`src/hw/rtl/assert_macros.svh`:
```
// Assertion macros used by the controller.
`ifndef ASSERT_MACROS_SVH
`define ASSERT_MACROS_SVH

`ifndef ASSERT_OFF

`define ASSERT_IMPLY(lbl, clk, rst_n, ante, cons, msg) \
    lbl: assert property (@(posedge clk) disable iff (!(rst_n)) (ante) |-> (cons)) \
        else $error(msg);

`define ASSERT_NEXT(lbl, clk, rst_n, ante, cons, msg) \
    lbl: assert property (@(posedge clk) disable iff (!(rst_n)) (ante) |=> (cons)) \
        else $error(msg);

`else

`define ASSERT_IMPLY(lbl, clk, rst_n, ante, cons, msg)

`define ASSERT_NEXT(lbl, clk, rst_n, ante, cons, msg)

`endif

`endif

```
`src/hw/rtl/itac_pkg.sv`:
```
// Types, constants and helpers for the integer to ASCII converter.
package itac_pkg;

    localparam logic [1:0] FMT_UNSIGNED = 2'd0;
    localparam logic [1:0] FMT_SIGNED   = 2'd1;
    localparam logic [1:0] FMT_HEX      = 2'd2;

    localparam logic [6:0] ASCII_MINUS  = 7'd45;
    localparam logic [6:0] ASCII_ZERO   = 7'd48;
    localparam logic [6:0] ASCII_A_LOW  = 7'd97;

    // ceil(2^35 / 10): (x * RECIP_10) >> 35 == x / 10 for every 32-bit x
    localparam logic [31:0] RECIP_10    = 32'hCCCC_CCCD;
    localparam int          RECIP_SHIFT = 35;

    localparam int          DIGIT_SLOTS = 10;
    localparam logic [3:0]  LAST_SLOT   = 4'd9;

    typedef struct packed {
        logic load;
        logic step;
        logic emit_sign;
        logic emit_digit;
    } t_cmd;

    typedef struct packed {
        logic neg;
        logic conv_done;
        logic idx_zero;
        logic out_free;
    } t_status;

    function automatic logic [6:0] digit_char(input logic [3:0] d);
        logic [6:0] base;
        base = (d > 4'd9) ? (ASCII_A_LOW - 7'd10) : ASCII_ZERO;
        return base + {3'b000, d};
    endfunction

endpackage

```
`src/hw/rtl/itac_datapath.sv`:
```
// Datapath: digit extraction, digit store and output register.
module itac_datapath (
    input  logic                 i_clk,
    input  logic                 i_rst_n,
    input  itac_pkg::t_cmd       i_cmd,
    output itac_pkg::t_status    o_status,
    input  logic [31:0]          i_value,
    input  logic [1:0]           i_format,
    output logic                 o_valid,
    input  logic                 i_stall,
    output logic [6:0]           o_char_code,
    output logic                 o_last
);
    import itac_pkg::*;

    logic [31:0] r_num;
    logic        r_hex;
    logic        r_neg;
    logic [3:0]  r_count;
    logic [3:0]  r_idx;
    logic [3:0]  r_digits [DIGIT_SLOTS];
    logic        r_out_valid;
    logic [6:0]  r_out_char;
    logic        r_out_last;

    logic [63:0] w_prod;
    logic [31:0] w_quot;
    logic [35:0] w_quot_x10;
    logic [3:0]  w_rem;
    logic        w_neg_in;

    assign w_neg_in   = (i_format == FMT_SIGNED) && i_value[31];

    assign w_prod     = {32'b0, r_num} * {32'b0, RECIP_10};
    assign w_quot_x10 = {1'b0, w_quot, 3'b000} + {3'b000, w_quot, 1'b0};

    always_comb begin
        if (r_hex) begin
            w_quot = {4'b0000, r_num[31:4]};
            w_rem  = r_num[3:0];
        end else begin
            w_quot = {3'b000, w_prod[63:RECIP_SHIFT]};
            // remainder is below 10, so the low nibble of the difference is exact
            w_rem  = r_num[3:0] - w_quot_x10[3:0];
        end
    end

    always_ff @(posedge i_clk) begin
        if (i_cmd.load) begin
            r_num   <= w_neg_in ? (~i_value + 32'd1) : i_value;
            r_hex   <= (i_format == FMT_HEX);
            r_neg   <= w_neg_in;
            r_count <= 4'd0;
        end else if (i_cmd.step) begin
            r_num             <= w_quot;
            r_digits[r_count] <= w_rem;
            r_idx             <= r_count;
            r_count           <= r_count + 4'd1;
        end else if (i_cmd.emit_digit) begin
            r_idx <= r_idx - 4'd1;
        end
    end

    always_ff @(posedge i_clk) begin
        if (!i_rst_n) begin
            r_out_valid <= 1'b0;
        end else if (i_cmd.emit_sign || i_cmd.emit_digit) begin
            r_out_valid <= 1'b1;
        end else if (!i_stall) begin
            r_out_valid <= 1'b0;
        end
    end

    always_ff @(posedge i_clk) begin
        if (i_cmd.emit_sign) begin
            r_out_char <= ASCII_MINUS;
            r_out_last <= 1'b0;
        end else if (i_cmd.emit_digit) begin
            r_out_char <= digit_char(r_digits[r_idx]);
            r_out_last <= (r_idx == 4'd0);
        end
    end

    assign o_status.neg       = r_neg;
    assign o_status.conv_done = (w_quot == 32'd0) || (r_count == LAST_SLOT);
    assign o_status.idx_zero  = (r_idx == 4'd0);
    assign o_status.out_free  = !r_out_valid || !i_stall;

    assign o_valid     = r_out_valid;
    assign o_char_code = r_out_char;
    assign o_last      = r_out_last;

endmodule

```
`src/hw/rtl/itac_ctrl.sv`:
```
// Controller: sequences load, digit extraction and character emission.
module itac_ctrl (
    input  logic                 i_clk,
    input  logic                 i_rst_n,
    input  logic                 i_valid,
    output logic                 o_busy,
    input  itac_pkg::t_status    i_status,
    output itac_pkg::t_cmd       o_cmd
);
    import itac_pkg::*;
    `include "assert_macros.svh"

    localparam logic [1:0] ST_IDLE = 2'd0;
    localparam logic [1:0] ST_CONV = 2'd1;
    localparam logic [1:0] ST_SIGN = 2'd2;
    localparam logic [1:0] ST_EMIT = 2'd3;

    logic [1:0] r_state;
    logic [1:0] n_state;

    always_comb begin
        n_state          = r_state;
        o_cmd            = '0;
        case (r_state)
            ST_IDLE: begin
                if (i_valid) begin
                    o_cmd.load = 1'b1;
                    n_state    = ST_CONV;
                end
            end
            ST_CONV: begin
                o_cmd.step = 1'b1;
                if (i_status.conv_done) begin
                    n_state = i_status.neg ? ST_SIGN : ST_EMIT;
                end
            end
            ST_SIGN: begin
                if (i_status.out_free) begin
                    o_cmd.emit_sign = 1'b1;
                    n_state         = ST_EMIT;
                end
            end
            ST_EMIT: begin
                if (i_status.out_free) begin
                    o_cmd.emit_digit = 1'b1;
                    if (i_status.idx_zero) begin
                        n_state = ST_IDLE;
                    end
                end
            end
            default: begin
                n_state = ST_IDLE;
            end
        endcase
    end

    always_ff @(posedge i_clk) begin
        if (!i_rst_n) begin
            r_state <= ST_IDLE;
        end else begin
            r_state <= n_state;
        end
    end

    assign o_busy = (r_state != ST_IDLE);

    `ASSERT_IMPLY(a_one_cmd, i_clk, i_rst_n, 1'b1, $onehot0(o_cmd), "more than one command")
    `ASSERT_IMPLY(a_emit_free, i_clk, i_rst_n, o_cmd.emit_sign || o_cmd.emit_digit, i_status.out_free, "emit into occupied output")
    `ASSERT_NEXT(a_sign_then_digits, i_clk, i_rst_n, o_cmd.emit_sign, r_state == ST_EMIT, "sign not followed by digits")
    `ASSERT_NEXT(a_load_busy, i_clk, i_rst_n, o_cmd.load, o_busy, "load without busy")

endmodule

```
`src/hw/rtl/integer_to_ascii_converter_top.sv`:
```
// Top level of the integer to ASCII converter.
//
//  channel  | handshake           | payload
//  ---------+---------------------+-------------------------
//  input    | i_valid / o_stall   | i_value[31:0], i_format[1:0]
//  output   | o_valid / i_stall   | o_char_code[6:0], o_last
//
// A transaction with N digits is a load, N steps of digit extraction (one divide by
// the radix per cycle, by the reciprocal multiplier for decimal and by a shift for hex)
// and then the characters out, the sign first if any, one per cycle while not stalled.
// o_stall is high from acceptance until the last character enters the output register.
// Synchronous active-low reset clears the controller and the output valid.
// Output stalls hold the output register and pause emission.
module integer_to_ascii_converter_top (
    input  logic        i_clk,
    input  logic        i_rst_n,
    input  logic        i_valid,
    output logic        o_stall,
    input  logic [31:0] i_value,
    input  logic [1:0]  i_format,
    output logic        o_valid,
    input  logic        i_stall,
    output logic [6:0]  o_char_code,
    output logic        o_last
);
    import itac_pkg::*;

    t_cmd    w_cmd;
    t_status w_status;
    logic    w_busy;

    itac_ctrl u_ctrl (
        .i_clk    (i_clk),
        .i_rst_n  (i_rst_n),
        .i_valid  (i_valid),
        .o_busy   (w_busy),
        .i_status (w_status),
        .o_cmd    (w_cmd)
    );

    itac_datapath u_datapath (
        .i_clk       (i_clk),
        .i_rst_n     (i_rst_n),
        .i_cmd       (w_cmd),
        .o_status    (w_status),
        .i_value     (i_value),
        .i_format    (i_format),
        .o_valid     (o_valid),
        .i_stall     (i_stall),
        .o_char_code (o_char_code),
        .o_last      (o_last)
    );

    assign o_stall = w_busy;

endmodule

```
`config.mk`:
```
export PLATFORM = sky130hd
export DESIGN_NAME = integer_to_ascii_converter_top
export DESIGN_NICKNAME = d
export VERILOG_FILES = /design/src/hw/rtl/itac_pkg.sv /design/src/hw/rtl/itac_datapath.sv /design/src/hw/rtl/itac_ctrl.sv /design/src/hw/rtl/integer_to_ascii_converter_top.sv
export VERILOG_INCLUDE_DIRS = /design/src /design/src/hw/rtl
export SDC_FILE = /design/constraint.sdc
export NUM_CORES = 1
export LEC_CHECK = 0
export BUFFER_PORTS_ARGS = -buffer_cell sky130_fd_sc_hd__clkbuf_2
export CORE_MARGIN = 2
export CORE_UTILIZATION = 60
export CTS_CLUSTER_SIZE = 28
export DETAILED_ROUTE_END_ITERATION = 10
export HOLD_SLACK_MARGIN = 0.08
export PLACE_DENSITY_LB_ADDON = 0.2
export SYNTH_ARGS = -nofsm -noshare
export SYNTH_HDL_FRONTEND = slang
export SYNTH_SLANG_ARGS = --single-unit
```
`constraint.sdc`:
```
create_clock -name i_clk -period 8.1 [get_ports i_clk]
set_clock_uncertainty 0.05 [all_clocks]
set_input_delay 1.62 -clock i_clk [delete_from_list [all_inputs] [get_ports i_clk]]
set_output_delay 1.62 -clock i_clk [all_outputs]
set_load 0.005 [all_outputs]
```
**Word level (Yosys, flattened, before mapping)**

Memories as Yosys holds them, arrays and structs flattened. A register that Yosys moved wholly into a read port is not among the register bits.
Index checks and enable logic that the tools add are counted.

- $add $sub $neg: 6
- Mux-type cells: 27
- Multiply operators: 1
- Magnitude comparators: 1
- Reductions and logical operators: 14
- Equality and inequality tests: 12
- Bitwise operators: 2

Operators with widths:

| operator | number |
|---|---|
| $mux 32 | 3 |
| $mul 32x32->64 const B | 1 |
| $add 32x1->32 const B | 1 |
| $logic_not 32->1 | 1 |
| $not 32->32 | 1 |
| $mux 29 | 1 |
| $mux 4 | 4 |
| $mux 1 | 12 |
| $mux 2 | 5 |
| $ne 2x1->1 const B | 5 |
| $pmux 2 s4 | 1 |
| $add 7x4->7 | 1 |
| $mux 7 | 1 |
| $eq 2x2->1 const B | 3 |
| $reduce_bool 2->1 | 3 |
| $reduce_and 5->1 | 1 |
| $add 4x1->4 const B | 1 |
| $add 4x4->4 | 1 |
| $eq 2x1->1 const B | 2 |
| $eq 4x4->1 const B | 1 |
| $gt 4x4->1 const B | 1 |
| $logic_not 4->1 | 1 |
| $sub 4x1->4 const B | 1 |
| $sub 4x4->4 | 1 |
| 7 further kinds | 10 |

- Register bits: 53
- Word-level logic and storage cells: 73
- RAM bits: 40
- Output and inout bits: 10
- Input bits: 38
- Memories kept: 1

Memories:

| name | depth | width | rd ports | clocked after memory_dff | wr ports | RTL line | source |
|---|---|---|---|---|---|---|---|
| u_datapath.r_digits | 10 | 4 | 1 | 1 | 1 | itac_datapath.sv:21 | `logic [3:0] r_digits [DIGIT_SLOTS];` |

**Longest topological paths before layout**

- Depth after elaboration: 7
- Gate-level depth with buffers: 28
- Gate-level depth less buffers: 28

**Cells and area by module**

From an unflattened synthesis, not the netlist that was laid out.

- Cells, all modules: 2243
- Area total of the unflattened synthesis: 22452.8 sq um

By module, submodules not included:

| module | instances | cells an instance | sequential area each (sq um) | area an instance (sq um) |
|---|---|---|---|---|
| itac_datapath | 1 | 2218 | 2682.6 | 22220.1 |
| itac_ctrl | 1 | 25 | 40.0 | 232.7 |

**Worst setup path before layout**

Ideal clock, no wire load.

- Path kind: register to register
- From: reg u_datapath.r_num[19]
- To: mem u_datapath.r_digits[0][3], data pin
- Data required time: 7.806 ns
- Arrival time: 7.346 ns
- Cell stages (with the launch flop): 27
- Library setup time: 0.244 ns
- Setup slack: 0.460 ns
- Path buffers: 0
- Path through: edfxtp_1 -> ha_1 -> inv_1 -> fa_1 -> inv_1 -> fa_1 -> inv_1 -> fa_1 -> inv_1 -> fa_1 -> fa_1 -> fa_1 -> inv_1 -> fa_1 -> inv_1 -> ha_1 -> nand4_2 -> or4_4 -> a2111oi_4 -> nor3_2 -> xor2_1 -> o21ai_0 -> ha_1 -> a21oi_1 -> xnor2_1 -> nor2_1 -> xor2_1

- Word-level cells in the longest chain between the ends: 5

Ends and longest elaborated chain:

| element | RTL line | source |
|---|---|---|
| from (decl) | itac_datapath.sv:16 | `logic [31:0] r_num;` |
| from (signal assigned) | itac_datapath.sv:50 | `r_num <= w_neg_in ? (~i_value + 32'd1) : i_value;` |
| from (signal assigned) | itac_datapath.sv:55 | `r_num <= w_quot;` |
| $mul 32x32->64 | itac_datapath.sv:34 | `assign w_prod = {32'b0, r_num} * {32'b0, RECIP_10};` |
| $mux 29 | itac_datapath.sv:38 | `if (r_hex) begin` |
| $add 4x4->4 | itac_datapath.sv:35 | `assign w_quot_x10 = {1'b0, w_quot, 3'b000} + {3'b000, w_quot, 1'b0};` |
| $sub 4x4->4 | itac_datapath.sv:44 | `w_rem = r_num[3:0] - w_quot_x10[3:0];` |
| $mux 4 | itac_datapath.sv:38 |  |
| named net u_datapath.w_rem[3] | itac_datapath.sv:29 | `logic [3:0] w_rem;` |
| to (decl) | itac_datapath.sv:21 |  |

The timed path passes the listed nets, and every way through them passes these cells.

**Worst setup path after layout**

- From: reg u_datapath.r_num[2]
- To: reg u_ctrl.r_state[1]

- Word-level cells in the longest chain between the ends: 6

Ends and longest elaborated chain:

| element | RTL line | source |
|---|---|---|
| $mul 32x32->64 | itac_datapath.sv:34 |  |
| $mux 29 | itac_datapath.sv:38 |  |
| $logic_not 32->1 | itac_datapath.sv:85 | `assign o_status.conv_done = (w_quot == 32'd0) \|\| (r_count == LAST_SLOT);` |
| $logic_or 1x1->1 | itac_datapath.sv:85 |  |
| $ne 2x1->1 (no source line) | - |  |
| $reduce_and 5->1 (no source line) | - |  |
| to (signal assigned) | itac_ctrl.sv:61 | `r_state <= n_state;` |
| to (decl) | itac_ctrl.sv:18 | `logic [1:0] r_state;` |

No other way between the ends.
A chain may end at the register's enable or synchronous reset.

==> qor.txt <==
Placed instance count = 3032
Post-DP HPWL = 65.8 mm
Initial Util = 60.9%
Max cap viols = 0
Core box area = 37600 um2
Initial antenna violation count = 0
Mean Syn Cell Area = 9.82 um2
Synthesized Nets = 3121
Slowest CP cell = fa_1
Worst-path clk slew = 90 ps
Clk Latency, worst-skew pair = 380 ps
Register area share after synthesis = 11.9%
IO Pins = 48
Critical path launch point = u_datapath.r_num[2]
Worst endpoint data arrival time = 8200 ps
Synthesized area = 22900 um2
Critical R2R Launch = u_datapath.r_num[2]
First-pass GRT wire length = 113 mm
# clock sinks = 97
Slew Viols, Final = 0
CP startpoint kind = register
Largest net degree at the start of global routing = 63
Layout cells sized above 1 = 13.3%
Post-synthesis register bit count = 97
Die Width = 199 um
CTS Root Cell = clkbuf_16
Multi-input gate area = 17900 um2
Predominant post-synthesis flop cell = edfxtp_1
Worst rel slew slack = 21.9%
Via count = 17.9k
Syn. warnings = 0
Layout Cells excl Fill = 3067
Synth unique cells = 89
RSZ-0062 raised after global routing = yes
Final min period = 7990 ps
Post-Syn Instances = 2331
DRT iter0 DRCs = 1531
Period utilization = 98.7%
Setup TNS = 0 ps
Clock buffer depth = 2
Final ANT Viol Nets = 0
Async SR Flop Fraction = 0%
Final WL = 74.9 mm
Gr ovfl total = 0
Chip height = 199 um
Final Hold Fails = 0
Via-to-Cell Ratio = 5.82
Final #Nets = 3340
Fillers = 2998
H-tree levels = 3
Setup violators final = 0
Cell area after layout = 25600 um2
WL/cell = 24.4 um
WP data required = 8300 ps
Num CTS Buffers = 9
Vias in the first global route = 18.9k
Drt first pass iters = 6
Rows = 71
Post-synth EDFFs = 78
Fmax = 125 MHz
Drc violations = 0
Worst setup EP type = register
FF/Latch Area = 2720 um2
Final GP Congestion = 1.03
Crit path max fanout = 7
Placed Area = 24900 um2
Slowest stage delay, CP = 580 ps
Layout area overhead = 11.8%
CTS tree = built
Status = finished, final reports clean
Critical path class = register to register
Die area = 39700 um2
Min-Delay Path Class = register to register
Hold Path Origin = u_datapath.o_char_code[0]
Worst-Margin Slew = 1160 ps
GRT Total Usage = 39.9%
Crit path top cell by count = fa_1
Buffers on Ports = 47
[placed cells by master (no fill, tap or decap), types with 24 or more instances in the layout]
| cell type | instances |
|---|---|
| nand2_1 | 121 |
| nand4_1 | 25 |
| clkbuf_2 | 47 |
| fa_1 | 391 |
| nor2_1 | 96 |
| buf_4 | 203 |
| xnor2_1 | 49 |
| edfxtp_1 | 78 |
| a21o_1 | 24 |
| o21ai_0 | 50 |
| inv_1 | 582 |
| xor2_1 | 51 |
| a21oi_1 | 118 |
| ha_1 | 356 |
[per-stage QoR]
stage               hold WS (ps)  setup slack (ps)  util [%]
global route                 475             -95.7      68.1
finish                       442               106      68.1
CTS                          450              67.1      67.3
floorplan                    414               460         -
global placement             409            -0.387      66.4
detailed placement           435             -64.9      66.4
[repair_timing]
item                                    CTS  global route
gates resized for setup                   2            34
pin swaps                                 1            12
endpoints found under the setup margin   12            33
buffers inserted                          5            12
cloned                                    0             1
hold buffers                              0             0
[per-layer routing]
metal | GRT usage [%] | part of all wire (%) | up-vias
li1 | - | - | 7973
met3 | 6.23 | 6.6 | 241
met2 | 64.8 | 47 | 774
met5 | 0 | 0 | -
met1 | 49.6 | 38 | 8877
met4 | 26.4 | 8.1 | 0
[flip-flops by register name, summed over array words and instances, names as in the netlist, named ones only]
signal,cells
u_datapath.o_char_code,7
u_datapath.r_count,4
u_datapath.r_neg,1
u_datapath.o_last,1
u_datapath.r_hex,1
u_datapath.r_num,32
u_datapath.r_idx,4
u_ctrl.r_state,2
u_datapath.r_digits,40
u_datapath.o_valid,1
[final timing paths]
check	cells after the start	slack, ps	to
max reg2reg	28	110	u_ctrl.r_state[1]
min	2	440	u_datapath.o_char_code[0]
min reg2reg	2	440	u_datapath.o_char_code[0]
max	28	110	u_ctrl.r_state[1]
[cell usage after synthesis (20+ instances only)]
cell / n / share of area [%]
xor2_1: 53 / 2.0
clkbuf_1: 35 / 0.57
nor3_1: 20 / 0.44
a21oi_1: 123 / 2.7
nand3_1: 21 / 0.46
fa_1: 391 / 34
nand2_1: 121 / 2.0
nand4_1: 25 / 0.68
a211oi_1: 20 / 0.66
o21ai_0: 56 / 1.2
edfxtp_1: 78 / 10
nor2_1: 97 / 1.6
a21o_1: 24 / 0.79
xnor2_1: 49 / 1.9
ha_1: 361 / 20
inv_1: 582 / 9.5
[final cells by class]
class,instances,area share (%)
Multi-Input combinational cell,1609,70.1
Sequential cell,97,10.6
Inverter,582,8.54
Timing Repair Buffer,251,6.95
Tap cell,511,2.50
Clock buffer,10,0.934
Clock inverter,6,0.323
Antenna cell,1,0.00978
[critical path: cells and delay by family (launching register included)]
family                     cells  cell delay (ps)
DFF                            1              550
AOI/OAI and AO/OA              7             1340
buffers and inverters          6              920
adders and majority gates      8             3620
xor gates and xnor gates       1              220
muxes                          1              130
and+or+nand+nor                5             1030
[cell families (layout without fill, tap and decap cells)]
kind of cell	Yosys count	in the layout	synth area share [%]
buf+inv	626	849	10.6
fa+ha+maj	752	752	53.9
simple gates	384	384	8.31
compound gates	340	340	9.59
flops	97	97	11.9
xor+xnor	102	103	3.90
mux	30	30	1.79
other cells	0	1	0
Power is not shown: default switching activity piles up to over one toggle a cycle in this logic, so the estimate is an artifact.
